===== config.mk =====
export PLATFORM = sky130hd
export DESIGN_NAME = tqla_update
export DESIGN_NICKNAME = d
export VERILOG_FILES = /design/src/hdl/tqla_pkg.sv /design/src/hdl/tqla_update.sv
export SDC_FILE = /design/constraint.sdc
export NUM_CORES = 2
export LEC_CHECK = 0
export BUFFER_PORTS_ARGS = -buffer_cell sky130_fd_sc_hd__buf_2
export CAP_MARGIN = 10
export CORE_MARGIN = 1
export CORE_UTILIZATION = 25
export DETAILED_ROUTE_END_ITERATION = 6
export PLACE_DENSITY = 0.46
export SLEW_MARGIN = 15
export SYNTH_ARGS = -nofsm -noshare
export SYNTH_HDL_FRONTEND = slang
export SYNTH_SLANG_ARGS = --single-unit

===== constraint.sdc =====
create_clock -name clk -period 10.1 [get_ports clk]
set_input_delay 1.01 -clock clk [delete_from_list [all_inputs] [get_ports clk]]
set_output_delay 1.01 -clock clk [all_outputs]
set_load 0.1 [all_outputs]

===== src/hdl/tqla_pkg.sv =====
// Shared types, constants and helpers for the tabular Q-learning agent.
// No dependencies; imported by every module of the block.
`default_nettype none

package tqla_pkg;

    // Table geometry
    localparam int MAX_STATES  = 256;
    localparam int MAX_ACTIONS = 8;
    localparam int Q_DEPTH     = MAX_STATES * MAX_ACTIONS;
    localparam int ADDR_W      = $clog2(Q_DEPTH);
    localparam int STATE_W     = $clog2(MAX_STATES);
    localparam int ACT_LIMIT   = (MAX_ACTIONS < 8) ? MAX_ACTIONS : 8;

    // Arithmetic widths
    localparam int Q_W    = 32;
    localparam int WIDE_W = 40;

    // Epsilon decay (0.995) and floor (0.01) as 0.16 fractions
    localparam logic [15:0] EPS_DECAY = 16'd65208;
    localparam logic [15:0] EPS_FLOOR = 16'd655;

    // Item function codes
    localparam logic FUNC_START   = 1'b0;
    localparam logic FUNC_OUTCOME = 1'b1;

    // Configuration register indexes
    typedef enum logic [1:0] {
        REG_LEARN_RATE    = 2'd0,
        REG_DISCOUNT      = 2'd1,
        REG_START_EXPLORE = 2'd2,
        REG_ACTIONS       = 2'd3
    } cfg_idx_t;

    typedef logic signed [Q_W-1:0] q_t;

    // Row scan request and result
    typedef struct packed {
        logic              go;
        logic [ADDR_W-1:0] base;
        logic [3:0]        count;
    } scan_req_t;

    typedef struct packed {
        logic       done;
        logic [2:0] idx;
        q_t         val;
    } scan_res_t;

    // Saturate a wide signed value to Q16.16
    function automatic q_t sat_q(input logic signed [WIDE_W-1:0] v);
        q_t r;
        if ((&v[WIDE_W-1:Q_W-1]) || !(|v[WIDE_W-1:Q_W-1])) begin
            r = v[Q_W-1:0];
        end else if (v[WIDE_W-1]) begin
            r = {1'b1, {(Q_W-1){1'b0}}};
        end else begin
            r = {1'b0, {(Q_W-1){1'b1}}};
        end
        return r;
    endfunction

endpackage

`default_nettype wire


===== src/hdl/tqla_update.sv =====
// Q-value update pipeline: Q + round(alpha * (r + round(gamma * max) - Q)),
// saturated to Q16.16. Four stages, one multiplier each in two of them.
// Depends on tqla_pkg.
`default_nettype none

module tqla_update
    import tqla_pkg::*;
(
    input  wire logic               clk,
    input  wire logic               rst_n,
    input  wire logic               go,
    input  wire q_t                 old_q,
    input  wire q_t                 row_max,
    input  wire logic signed [15:0] reward,
    input  wire logic [15:0]        discount,
    input  wire logic [15:0]        learn_rate,
    output logic                    done,
    output q_t                      new_q
);

    logic [3:0]          vld_reg;
    q_t                  old_reg;
    logic signed [15:0]  rew_reg;
    logic signed [32:0]  g_reg;
    logic signed [34:0]  td_reg;
    logic signed [35:0]  d_reg;
    q_t                  new_q_reg;

    logic signed [48:0]  prod_g;
    logic signed [48:0]  prod_g_rnd;
    logic signed [34:0]  td_next;
    logic signed [51:0]  prod_d;
    logic signed [51:0]  prod_d_rnd;
    logic signed [WIDE_W-1:0] sum_wide;

    // Stage 1: gamma times next-row maximum, rounded
    assign prod_g     = $signed({1'b0, discount}) * row_max;
    assign prod_g_rnd = prod_g + 49'sd32768;

    // Stage 2: temporal difference
    assign td_next = $signed({{3{rew_reg[15]}}, rew_reg, 16'h0000})
                   + $signed({{2{g_reg[32]}}, g_reg})
                   - $signed({{3{old_reg[Q_W-1]}}, old_reg});

    // Stage 3: alpha times difference, rounded
    assign prod_d     = $signed({1'b0, learn_rate}) * td_reg;
    assign prod_d_rnd = prod_d + 52'sd32768;

    // Stage 4: add and saturate
    assign sum_wide = $signed({{(WIDE_W-Q_W){old_reg[Q_W-1]}}, old_reg})
                    + $signed({{(WIDE_W-36){d_reg[35]}}, d_reg});

    assign done  = vld_reg[3];
    assign new_q = new_q_reg;

    always_ff @(posedge clk or negedge rst_n)
    begin
        if (!rst_n)
        begin
            vld_reg <= '0;
        end
        else
        begin
            vld_reg <= {vld_reg[2:0], go};
        end
    end

    always_ff @(posedge clk)
    begin
        if (go)
        begin
            old_reg <= old_q;
            rew_reg <= reward;
            g_reg   <= prod_g_rnd[48:16];
        end
        td_reg    <= td_next;
        d_reg     <= prod_d_rnd[51:16];
        new_q_reg <= sat_q(sum_wide);
    end

endmodule

`default_nettype wire


==> flow_summary.json <==
{
  "vias": 30800,
  "grt.total_usage_pct": 14.1,
  "synth.avg_cell_area_sq_um": 9.48,
  "clock_latency_ns": 0.50,
  "h-tree-depth": 4,
  "regArea_sq_mm": 0.00459,
  "wl_microns": 126000,
  "crit_fanout": 32,
  "slew_headroom_pct": 30.5,
  "drtIter0Drc": 1351,
  "synth_top_cell_by_area": "fa_1",
  "synth_nets": 6391,
  "nFillCells": 19800,
  "io_buffer_count": 147,
  "ys.flop_type": "dfxtp_1",
  "wire_per_inst_microns": 17.1,
  "cts_tree": "built",
  "multi_input_area_sq_mm": 0.0359,
  "cp.arrival_ns": 8.31,
  "cts_root_buffer": "clkbuf_16",
  "synth.distinct_cells": 76,
  "grt_pass1_wl_microns": 203000,
  "synth-warning-count": 0,
  "hp-class": "input port to async pin",
  "largest_register_ffs": 36,
  "utilization_pct": 27.3,
  "crit_type": "input port to flip-flop",
  "rsz0062_at_grt": "no",
  "cp-start-kind": "input port",
  "cts.sinks": 188,
  "nets": 6399,
  "drive_above_1_share_pct": 5.39,
  "max_freq_mhz": 124,
  "fin_ws_ns": 2.03,
  "netlist_instances": 4861,
  "place_area_sq_mm": 0.0493,
  "syn_to_final_growth_pct": 8.32,
  "fin_crit_sh_pct": 79.9,
  "drc_errors": 0,
  "ys_seq_area_share_pct": 9.97,
  "slew_viol_final": 0,
  "drv_cap": 0,
  "period_needed_ns": 8.07,
  "coreArea_sq_mm": 0.183,
  "clkTransAtPathRegs_ns": 0.08,
  "synth-edff-count": 81,
  "io_pins": 148,
  "num_rows": 157,
  "setup_tns_ns": 0,
  "async_reset_ff_share_pct": 2.13,
  "grt_pass1_vias": 34400,
  "dieArea_sq_mm": 0.186,
  "synthTopCellsByArea": "fa_1 (45%), inv_1 (10%), ha_1 (10%)",
  "cts_setup_buffers": 0,
  "dr.pass1.iters": 5,
  "cp.required_ns": 10.34,
  "ant_nets": 0,
  "vias_per_cell": 4.19,
  "cts_hold_buf": 0,
  "overflow": 0,
  "die_y_microns": 431,
  "syn_area_sq_mm": 0.0461,
  "worst_slew_pin_slew_ns": 1.04,
  "numCtsBuffers": 17,
  "grt_max_degree": 55,
  "clk_path_buf_depth": 2,
  "final_area_sq_mm": 0.0499,
  "dp_worst_setup_slack_ns": 1.36,
  "antenna_found_initial": 6,
  "routabilityCongestion": 0.824,
  "dp_hpwl_microns": 106000,
  "endpoint_kind": "flip-flop",
  "die_x_microns": 431,
  "yosys_register_bits": 188,
  "synth_top_area_share_pct": 45.1,
  "post_cts_resized": 0,
  "status": "completed",
  "start_util_pct": 25.2,
  "finalSetupViolCount": 0,
  "finalHoldViolations": 0,
  "finalClockSkew_ns": 0.0265
}
per-layer routing:
| layer | global-route usage (%) | share of wire (%) | vias to the layer above |
|---|---|---|---|
| met5 | 0 | 0 | - |
| met4 | 2.81 | 1.7 | 0 |
| met3 | 0.951 | 2.4 | 94 |
| met2 | 24.6 | 50 | 459 |
| met1 | 19.1 | 46 | 16000 |
| li1 | - | - | 14300 |
layout by cell type, fill, tap and decap left out, types with 11 or more instances in the layout:
cell,n
inv_1,1280
nor2b_1,14
dfxtp_1,103
nand2_1,555
o21ai_2,31
and2_1,561
clkbuf_16,17
xnor2_1,94
and3_1,13
nand3_1,21
ha_1,378
o21ai_0,47
buf_2,146
o21bai_1,20
buf_4,24
fa_1,1037
nor2_1,51
a21oi_1,105
xor2_1,47
nand4_1,11
edfxtp_1,81
a21o_1,75
nand2b_1,11
o21a_1,15
nor3_1,15
a31oi_1,14
area by class of cell:
| class | instances | area share, % |
|---|---|---|
| clock buffer | 18 | 0.860 |
| inverter | 1280 | 9.63 |
| antenna | 3 | 0.0150 |
| tap | 2464 | 6.18 |
| timing repair buffer | 170 | 1.83 |
| multi-input combinational | 3212 | 72.0 |
| clock inverter | 14 | 0.308 |
| sequential | 188 | 9.21 |
worst max-delay path, stage by stage:
cell	delay, ns
buf_2	0.34
and2_1	0.31
fa_1	0.53
inv_1	0.05
fa_1	0.56
fa_1	0.44
fa_1	0.54
inv_1	0.05
fa_1	0.48
inv_1	0.05
fa_1	0.47
inv_1	0.04
ha_1	0.26
o21ai_0	0.08
a221oi_1	0.31
a211oi_1	0.09
nor3_1	0.61
o221ai_1	0.38
a31oi_1	0.55
a211oi_1	0.25
o21ai_0	0.40
a21oi_1	0.17
o21bai_1	0.20
xor2_1	0.09
logic make-up after synthesis:
kind of cell	Yosys count	synth area share [%]
and+or+nand+nor	1274	14.1
DFF	188	9.97
AOI/OAI and AO/OA	381	5.86
adders and majority gates	1415	55.3
buffers and inverters	1461	12.1
xor gates and xnor gates	142	2.72
final timing paths:
kind / from / end / slack, ns / cells past startpoint
hold reg to reg: vld_reg[0]$_DFF_PN0_ / vld_reg[1]$_DFF_PN0_ / 0.35 / 0
min in group clk: vld_reg[0]$_DFF_PN0_ / vld_reg[1]$_DFF_PN0_ / 0.35 / 0
setup reg to reg: td_reg[6]$_DFF_P_ / d_reg[34]$_DFF_P_ / 2.28 / 22
hold / removal: rst_n / vld_reg[2]$_DFF_PN0_ / 0.31 / 1
max in group asynchronous: rst_n / vld_reg[1]$_DFF_PN0_ / 9.67 / 1
setup / recovery: discount[2] / g_reg[26]$_DFFE_PP_ / 2.03 / 24
stage by stage:
stage	cells	hold WS [ns]
2_1_floorplan	4861	0.331
3_3_place_gp	7314	0.337
3_5_place_dp	7314	0.337
4_1_cts	7346	0.257
5_1_grt	7346	0.287
6_report	7349	0.308
synthesized netlist by cell type (all sizes together), types with 3 or more instances:
library cell	number
o21a	15
nand4	12
edfxtp	81
and3	13
o211ai	5
o21bai	20
or3	6
a31o	3
o31ai	7
or4	5
dfxtp	103
a211o	4
nor3	15
a21boi	3
xnor2	94
a221o	3
a21oi	108
fa	1037
nand2	555
ha	378
nand3	21
a21o	77
nor2b	14
a221oi	4
clkbuf	175
and2	561
xor2	48
nand2b	11
buf	6
inv	1280
a41oi	3
a211oi	9
a31oi	15
dfrtp	4
a2111oi	4
o21ai	82
nor2	51
Power is left out: the tool's default activity adds up to more than one toggle a clock period on the data nets, which glitch-free logic cannot reach.
