<file path="src/hdl/tqla_pkg.sv">
// Shared types, constants and helpers for the tabular Q-learning agent.
// No dependencies; imported by every module of the block.
`default_nettype none

package tqla_pkg;

    // Table geometry
    localparam int MAX_STATES  = 256;
    localparam int MAX_ACTIONS = 8;
    localparam int Q_DEPTH     = MAX_STATES * MAX_ACTIONS;
    localparam int ADDR_W      = $clog2(Q_DEPTH);
    localparam int STATE_W     = $clog2(MAX_STATES);
    localparam int ACT_LIMIT   = (MAX_ACTIONS < 8) ? MAX_ACTIONS : 8;

    // Arithmetic widths
    localparam int Q_W    = 32;
    localparam int WIDE_W = 40;

    // Epsilon decay (0.995) and floor (0.01) as 0.16 fractions
    localparam logic [15:0] EPS_DECAY = 16'd65208;
    localparam logic [15:0] EPS_FLOOR = 16'd655;

    // Item function codes
    localparam logic FUNC_START   = 1'b0;
    localparam logic FUNC_OUTCOME = 1'b1;

    // Configuration register indexes
    typedef enum logic [1:0] {
        REG_LEARN_RATE    = 2'd0,
        REG_DISCOUNT      = 2'd1,
        REG_START_EXPLORE = 2'd2,
        REG_ACTIONS       = 2'd3
    } cfg_idx_t;

    typedef logic signed [Q_W-1:0] q_t;

    // Row scan request and result
    typedef struct packed {
        logic              go;
        logic [ADDR_W-1:0] base;
        logic [3:0]        count;
    } scan_req_t;

    typedef struct packed {
        logic       done;
        logic [2:0] idx;
        q_t         val;
    } scan_res_t;

    // Saturate a wide signed value to Q16.16
    function automatic q_t sat_q(input logic signed [WIDE_W-1:0] v);
        q_t r;
        if ((&v[WIDE_W-1:Q_W-1]) || !(|v[WIDE_W-1:Q_W-1])) begin
            r = v[Q_W-1:0];
        end else if (v[WIDE_W-1]) begin
            r = {1'b1, {(Q_W-1){1'b0}}};
        end else begin
            r = {1'b0, {(Q_W-1){1'b1}}};
        end
        return r;
    endfunction

endpackage

`default_nettype wire

</file>
<file path="src/hdl/tqla_scan.sv">
// Row scanner: streams one Q row through the table read port and keeps the
// running maximum (start 0, ties go to the later index). Depends on tqla_pkg.
`default_nettype none

module tqla_scan
    import tqla_pkg::*;
(
    input  wire logic              clk,
    input  wire logic              rst_n,
    input  wire scan_req_t         req,
    input  wire q_t                rdata,
    output logic                   ren,
    output logic [ADDR_W-1:0]      raddr,
    output scan_res_t              res
);

    logic              active_reg;
    logic [3:0]        cnt_reg;
    logic [3:0]        count_reg;
    logic [ADDR_W-1:0] base_reg;
    logic              vld_reg;
    logic [2:0]        idx_d_reg;
    q_t                max_reg;
    logic [2:0]        arg_reg;
    logic              done_reg;

    // Issue one read per cycle until the row is covered
    assign ren   = active_reg && (cnt_reg < count_reg);
    assign raddr = base_reg + ADDR_W'(cnt_reg);

    assign res.done = done_reg;
    assign res.idx  = arg_reg;
    assign res.val  = max_reg;

    always_ff @(posedge clk or negedge rst_n)
    begin
        if (!rst_n)
        begin
            active_reg <= 1'b0;
            cnt_reg    <= '0;
            count_reg  <= '0;
            base_reg   <= '0;
            vld_reg    <= 1'b0;
            idx_d_reg  <= '0;
            max_reg    <= '0;
            arg_reg    <= '0;
            done_reg   <= 1'b0;
        end
        else
        begin
            done_reg <= 1'b0;
            if (req.go)
            begin
                active_reg <= 1'b1;
                cnt_reg    <= '0;
                count_reg  <= req.count;
                base_reg   <= req.base;
                vld_reg    <= 1'b0;
                max_reg    <= '0;
                arg_reg    <= '0;
            end
            else if (active_reg)
            begin
                // advance the read pointer
                vld_reg   <= (cnt_reg < count_reg);
                idx_d_reg <= cnt_reg[2:0];
                if (cnt_reg < count_reg)
                begin
                    cnt_reg <= cnt_reg + 4'd1;
                end
                // compare the word that came back
                if (vld_reg && (rdata >= max_reg))
                begin
                    max_reg <= rdata;
                    arg_reg <= idx_d_reg;
                end
                // finish once the last word has been compared
                if ((cnt_reg == count_reg) && !vld_reg)
                begin
                    active_reg <= 1'b0;
                    done_reg   <= 1'b1;
                end
            end
        end
    end

endmodule

`default_nettype wire

</file>
<file path="config.mk">
export PLATFORM = sky130hd
export DESIGN_NAME = tqla_scan
export DESIGN_NICKNAME = d
export VERILOG_FILES = /design/src/hdl/tqla_pkg.sv /design/src/hdl/tqla_scan.sv
export SDC_FILE = /design/constraint.sdc
export NUM_CORES = 1
export LEC_CHECK = 0
export CAP_MARGIN = 10
export CORE_MARGIN = 5
export CORE_UTILIZATION = 55
export DETAILED_ROUTE_END_ITERATION = 6
export DONT_BUFFER_PORTS = 1
export PLACE_DENSITY = 0.72
export REMOVE_ABC_BUFFERS = 1
export SYNTH_ARGS = -nofsm -noshare
export SYNTH_HDL_FRONTEND = slang
export SYNTH_SLANG_ARGS = --single-unit
</file>
<file path="constraint.sdc">
create_clock -name clk -period 3 [get_ports clk]
set_input_delay 0.75 -clock clk [delete_from_list [all_inputs] [get_ports clk]]
set_output_delay 0.75 -clock clk [all_outputs]
set_load 0.02 [all_outputs]
</file>
==> results of run 1 <==
[report_power, final]
group          total, W  leakage [nW]  internal, W  switching (W)
combinational  0.000802          1.16     0.000378       0.000424
sequential      0.00116         0.783     0.000938       0.000219
clock          0.000732        0.0923     0.000387       0.000344
total           0.00269          2.03      0.00170       0.000988
[logic make-up after synthesis]
logic type | Yosys count | share of synthesized area
simple gates | 133 | 0.1939
mux | 48 | 0.1271
xor+xnor | 11 | 0.02472
fa+ha+maj | 42 | 0.1368
flops | 60 | 0.3852
buf+inv | 56 | 0.06934
compound gates | 42 | 0.06292
[worst max-delay path by stage]
stage,cells after the start,start,end,slack (ps)
2_1_floorplan,7,rdata[13],arg_reg[0],-160
3_3_place_gp,7,cnt_reg[1],raddr[7],300
3_5_place_dp,7,cnt_reg[1],raddr[9],240
4_1_cts,9,cnt_reg[1],raddr[10],10
5_1_grt,10,cnt_reg[0],raddr[10],-60
6_report,10,base_reg[0],raddr[10],80
[through the flow]
step / worst slack [ps] / TNS [ps]
after floorplan: -161.9 / -5666
after global placement: 295.5 / 0
after detailed placement: 237.8 / 0
after CTS: 10.63 / 0
after global routing: -58.75 / -95.88
final: 84.48 / 0
[worst max-delay path, delay by kind of cell, from the launching register on]
family / cells / cell delay [ps]
adders and majority gates: 2 / 570
DFF: 1 / 350
AOI/OAI and AO/OA: 1 / 70
xor gates and xnor gates: 1 / 160
buffers and inverters: 2 / 200
and+or+nand+nor: 4 / 480
[what timing repair did]
| item | CTS | global route |
|---|---|---|
| endpoints found under the setup margin | 5 | 6 |
| resized for setup | 4 | 9 |
| buffers inserted | 1 | 3 |
| pin swaps | 0 | 6 |
[cell usage after synthesis (all sizes together), types with 7 or more instances]
master   n  share of area
nand2b  73           0.12
clkbuf  10         0.0096
nor2    14          0.013
xnor2    7          0.016
o21ai   15          0.019
nand2   23          0.022
dfrtp   60           0.39
ha      41           0.13
a21oi   15          0.019
inv     41          0.039
mux2    12          0.035
mux2i   36          0.092
[area by class of cell]
class,instances,area share
repair buffers,9,0.01899
inverters,41,0.03649
well taps,96,0.02848
clock buffers,9,0.02937
flip-flops and latches,60,0.3563
multi-input cells,276,0.5126
clock inverters,7,0.01780
[metal layers]
| metal | wire (um) | global-route usage | share of wire | up-vias |
|---|---|---|---|---|
| met5 | 0 | 0 | 0 | - |
| met4 | 74 | 0.06137 | 0.0097 | 0 |
| li1 | - | - | - | 1298 |
| met3 | 600 | 0.05769 | 0.079 | 8 |
| met1 | 3062 | 0.1980 | 0.40 | 1250 |
| met2 | 3882 | 0.3221 | 0.51 | 73 |
==> impl_metrics.json, run 1 <==
{
  "worst_path_max_delay_cell": "fa_2",
  "dp_hpwl_um": 5589,
  "p_leak_nw": 2.034,
  "critPathRequiredTime_ps": 2250,
  "timing.rr.start": "max_reg[1]",
  "syn_area_um2": 3897,
  "fin_crit_ps": 2916,
  "hold_class": "input port to asynchronous set/reset pin",
  "cp-start-kind": "flop",
  "slew_headroom": 0.6425,
  "grt_max_degree": 98,
  "largest_register_ffs": 32,
  "ant_nets": 0,
  "p_per_area_nw_per_um2": 637.9,
  "n_antenna_cell": 0,
  "clock_latency_ps": 330,
  "die_y_um": 94.18,
  "r2r_setup_slack_ps": 540,
  "final_cells": 498,
  "final_area_um2": 4218,
  "cap_violations": 0,
  "portBuffers": 0,
  "endpoint_kind": "primary output",
  "synth_top_flop_cell": "dfrtp_1",
  "routed-via-count": 2629,
  "utilization": 0.6174,
  "cts-buffers-inserted": 9,
  "crit_arrival_ps": 2170,
  "placedCellCount": 478,
  "initial_core_util": 0.5705,
  "netlist_instances": 392,
  "ir_worst_vdd_v": 0.0003930,
  "layout_commonest_cell": "nand2b_1",
  "htree_num_levels": 3,
  "holdWs_ps": 102.4,
  "track_usage": 0.1794,
  "cts_hold_buf": 0,
  "cts.sinks": 60,
  "p_total_w": 0.002691,
  "grt_pass1_vias": 2708,
  "synth_cell_types": 33,
  "place_congestion": 0.7738,
  "ys_seq_area_frac": 0.3852,
  "drive_above_1_share": 0.1244,
  "synth_warnings": 0,
  "die_w_um": 94.18,
  "async_flop_share": 1.000,
  "post_dp_cell_area_um2": 3951,
  "fillers": 579,
  "post_drt_wl_per_cell_um": 15.30,
  "wl_um": 7620,
  "dieArea_um2": 8870,
  "drc_errors": 0,
  "fin_worst_skew_ps": 7.725,
  "synth_seq_cells": 60,
  "multiInputGateArea_um2": 2162,
  "ff2ff_path_depth": 9,
  "rsz0062_at_grt": "true",
  "crit_chain": "ha_2 > inv_2 > fa_2 > nor2b_1 > o21ai_1 > nand2b_1 > and2_4 > nand4_1 > xnor2_1 > buf_4",
  "cts_root_buf": "clkbuf_8",
  "clk_pin_slew_ps": 70,
  "report.final.slew_viol_count": 0,
  "fmax_mhz": 343.0,
  "first_pass_iters": 4,
  "layout_common_cells": "nand2b_1, dfrtp_1, inv_1, ha_1, mux2i_1",
  "syn_avg_cell_area_um2": 9.943,
  "worstPathMaxFanout": 4,
  "via_per_inst": 5.279,
  "core_area_um2": 6832,
  "antenna_found_initial": 0,
  "setup_viol": 0,
  "io_pins": 98,
  "area_growth_pct": 8.218,
  "cts_tree": "done",
  "critPathMaxStageDelay_ps": 380,
  "synth_edf_count": 0,
  "cts_buffer_depth": 2,
  "grt_overflow": 0,
  "nets": 489,
  "std_cell_rows": 30,
  "finalCritPeriodShare": 0.9718,
  "worst_pin_slew_ps": 532.4,
  "critPathKind": "flop to primary output",
  "seqCellArea_um2": 1503,
  "drtIter0Drc": 66,
  "status": "finished clean",
  "r2r_end": "max_reg[19]",
  "final-hold-violation-count": 0,
  "grt_pass1_wl_um": 12620
}
No activity file was read; power rests on OpenSTA's default activity.
==> run 2, diff against run 1 <==
--- a/config.mk
+++ b/config.mk
@@ -12,6 +12,7 @@
 export DONT_BUFFER_PORTS = 1
 export PLACE_DENSITY = 0.72
 export REMOVE_ABC_BUFFERS = 1
+export SETUP_SLACK_MARGIN = 0.1
 export SYNTH_ARGS = -nofsm -noshare
 export SYNTH_HDL_FRONTEND = slang
 export SYNTH_SLANG_ARGS = --single-unit
==> run 2 against run 1 <==
Against the previous run: sequential share of layout area is essentially flat; cell count is the same; sequential cell count is the same; clock power is essentially flat; non-clock buffer count is the same; clock-buffer cell count is the same; first-iteration DRC count is the same; setup slack gained 63 ps; wire length grew 0.14%; total power grew 0.28%; critical endpoint unchanged.
==> impl_metrics.json, run 2 (same netlist as run 1, synthesis figures left out) <==
{
  "status": "finished clean",
  "nets": 489,
  "area_growth_pct": 8.154,
  "report.final.slew_viol_count": 0,
  "dp_hpwl_um": 5589,
  "cts_tree": "done",
  "cts.sinks": 60,
  "ant_nets": 0,
  "clk_pin_slew_ps": 70,
  "setup_viol": 0,
  "place_congestion": 0.7738,
  "critPathRequiredTime_ps": 2250,
  "initial_core_util": 0.5705,
  "htree_num_levels": 3,
  "seqCellArea_um2": 1501,
  "grt_pass1_vias": 2724,
  "fmax_mhz": 350.6,
  "rsz0062_at_grt": "true",
  "worstPathMaxFanout": 4,
  "drtIter0Drc": 66,
  "cts_hold_buf": 0,
  "final-hold-violation-count": 0,
  "worst_pin_slew_ps": 530.4,
  "layout_common_cells": "nand2b_1, dfrtp_1, inv_1, ha_1, mux2i_1",
  "final_cells": 498,
  "via_per_inst": 5.277,
  "core_area_um2": 6832,
  "crit_arrival_ps": 2100,
  "fillers": 580,
  "p_leak_nw": 2.030,
  "hold_class": "input port to asynchronous set/reset pin",
  "cts-buffers-inserted": 9,
  "die_w_um": 94.18,
  "fin_crit_ps": 2852,
  "endpoint_kind": "primary output",
  "drive_above_1_share": 0.1244,
  "cp-start-kind": "flop",
  "portBuffers": 0,
  "cap_violations": 0,
  "finalSetupTns_ps": 0,
  "clock_latency_ps": 330,
  "routed-via-count": 2628,
  "ir_worst_vdd_v": 0.0003871,
  "io_pins": 98,
  "cts_buffer_depth": 2,
  "layout_commonest_cell": "nand2b_1",
  "placedCellCount": 478,
  "first_pass_iters": 4,
  "grt_pass1_wl_um": 12680,
  "wl_um": 7631,
  "die_y_um": 94.18,
  "multiInputGateArea_um2": 2161,
  "antenna_found_initial": 0,
  "std_cell_rows": 30,
  "p_per_area_nw_per_um2": 640.1,
  "grt_max_degree": 98,
  "finalCritPeriodShare": 0.9508,
  "slew_headroom": 0.6439,
  "n_antenna_cell": 0,
  "cts_root_buf": "clkbuf_8",
  "drc_errors": 0,
  "dieArea_um2": 8870,
  "largest_register_ffs": 32,
  "critPathKind": "flop to primary output",
  "fin_worst_skew_ps": 7.725,
  "grt_overflow": 0,
  "post_drt_wl_per_cell_um": 15.32,
  "track_usage": 0.1803,
  "utilization": 0.6170
}
## run 2: path summary, 6_finish.rpt
path	start	to	slack (ps)	depth (start not counted)
worst max-delay path	cnt_reg[0]	raddr[10]	150	10
worst min register to register	idx_d_reg[1]	idx_d_reg[1]	480	2
min in group clk	req[15]	vld_reg	480	1
max in group asynchronous	rst_n	cnt_reg[3]	2790	0
worst min-delay path	rst_n	max_reg[21]	100	0
worst max register to register	max_reg[1]	max_reg[19]	540	9
## run 2: per-stage QoR
step           hold slack [ps]  setup WS, ps  total power, W  area, um2
2_1_floorplan            450.9        -161.9        0.001772       3781
3_3_place_gp             456.1         295.5        0.001920       3951
3_5_place_dp             455.9         237.8        0.001955       3951
4_1_cts                  88.17         93.18        0.002719       4185
5_1_grt                  82.55         32.03        0.002881       4215
6_report                 102.5         147.6        0.002698       4215
## run 2: cell type report
cell class	instances	share of cell area
Timing Repair Buffer	9	0.01900
Multi-Input combinational cell	276	0.5126
Clock buffer	9	0.02939
Inverter	41	0.03651
Tap cell	96	0.02850
Clock inverter	7	0.01781
Sequential cell	60	0.3562
## run 2: routing by layer
metal | vias up | share of wire | GRT usage | wire length [um]
met4 | 0 | 0.012 | 0.06619 | 95
met1 | 1239 | 0.40 | 0.1985 | 3040
met5 | - | 0 | 0 | 0
met2 | 79 | 0.51 | 0.3215 | 3879
li1 | 1300 | - | - | -
met3 | 10 | 0.081 | 0.05849 | 616
## run 2: worst max-delay path: stages, from the launching register on
cell      delay, ps
dfrtp_1         360
ha_2            190
inv_2            40
fa_2            330
nor2b_1         120
o21ai_1          60
nand2b_1         90
and2_4          160
nand4_1         110
xnor2_1         160
buf_4           160
## run 2: where the power goes
group / internal (W) / total (W) / switching (W)
clock: 0.000387 / 0.000733 / 0.000345
combinational: 0.000381 / 0.000810 / 0.000429
sequential: 0.000937 / 0.00116 / 0.000218
## run 2: timing repair
action	in CTS	in global routing
buffers inserted	2	2
resized for setup	5	8
pin swaps	0	5
endpoints found under the setup margin	6	7
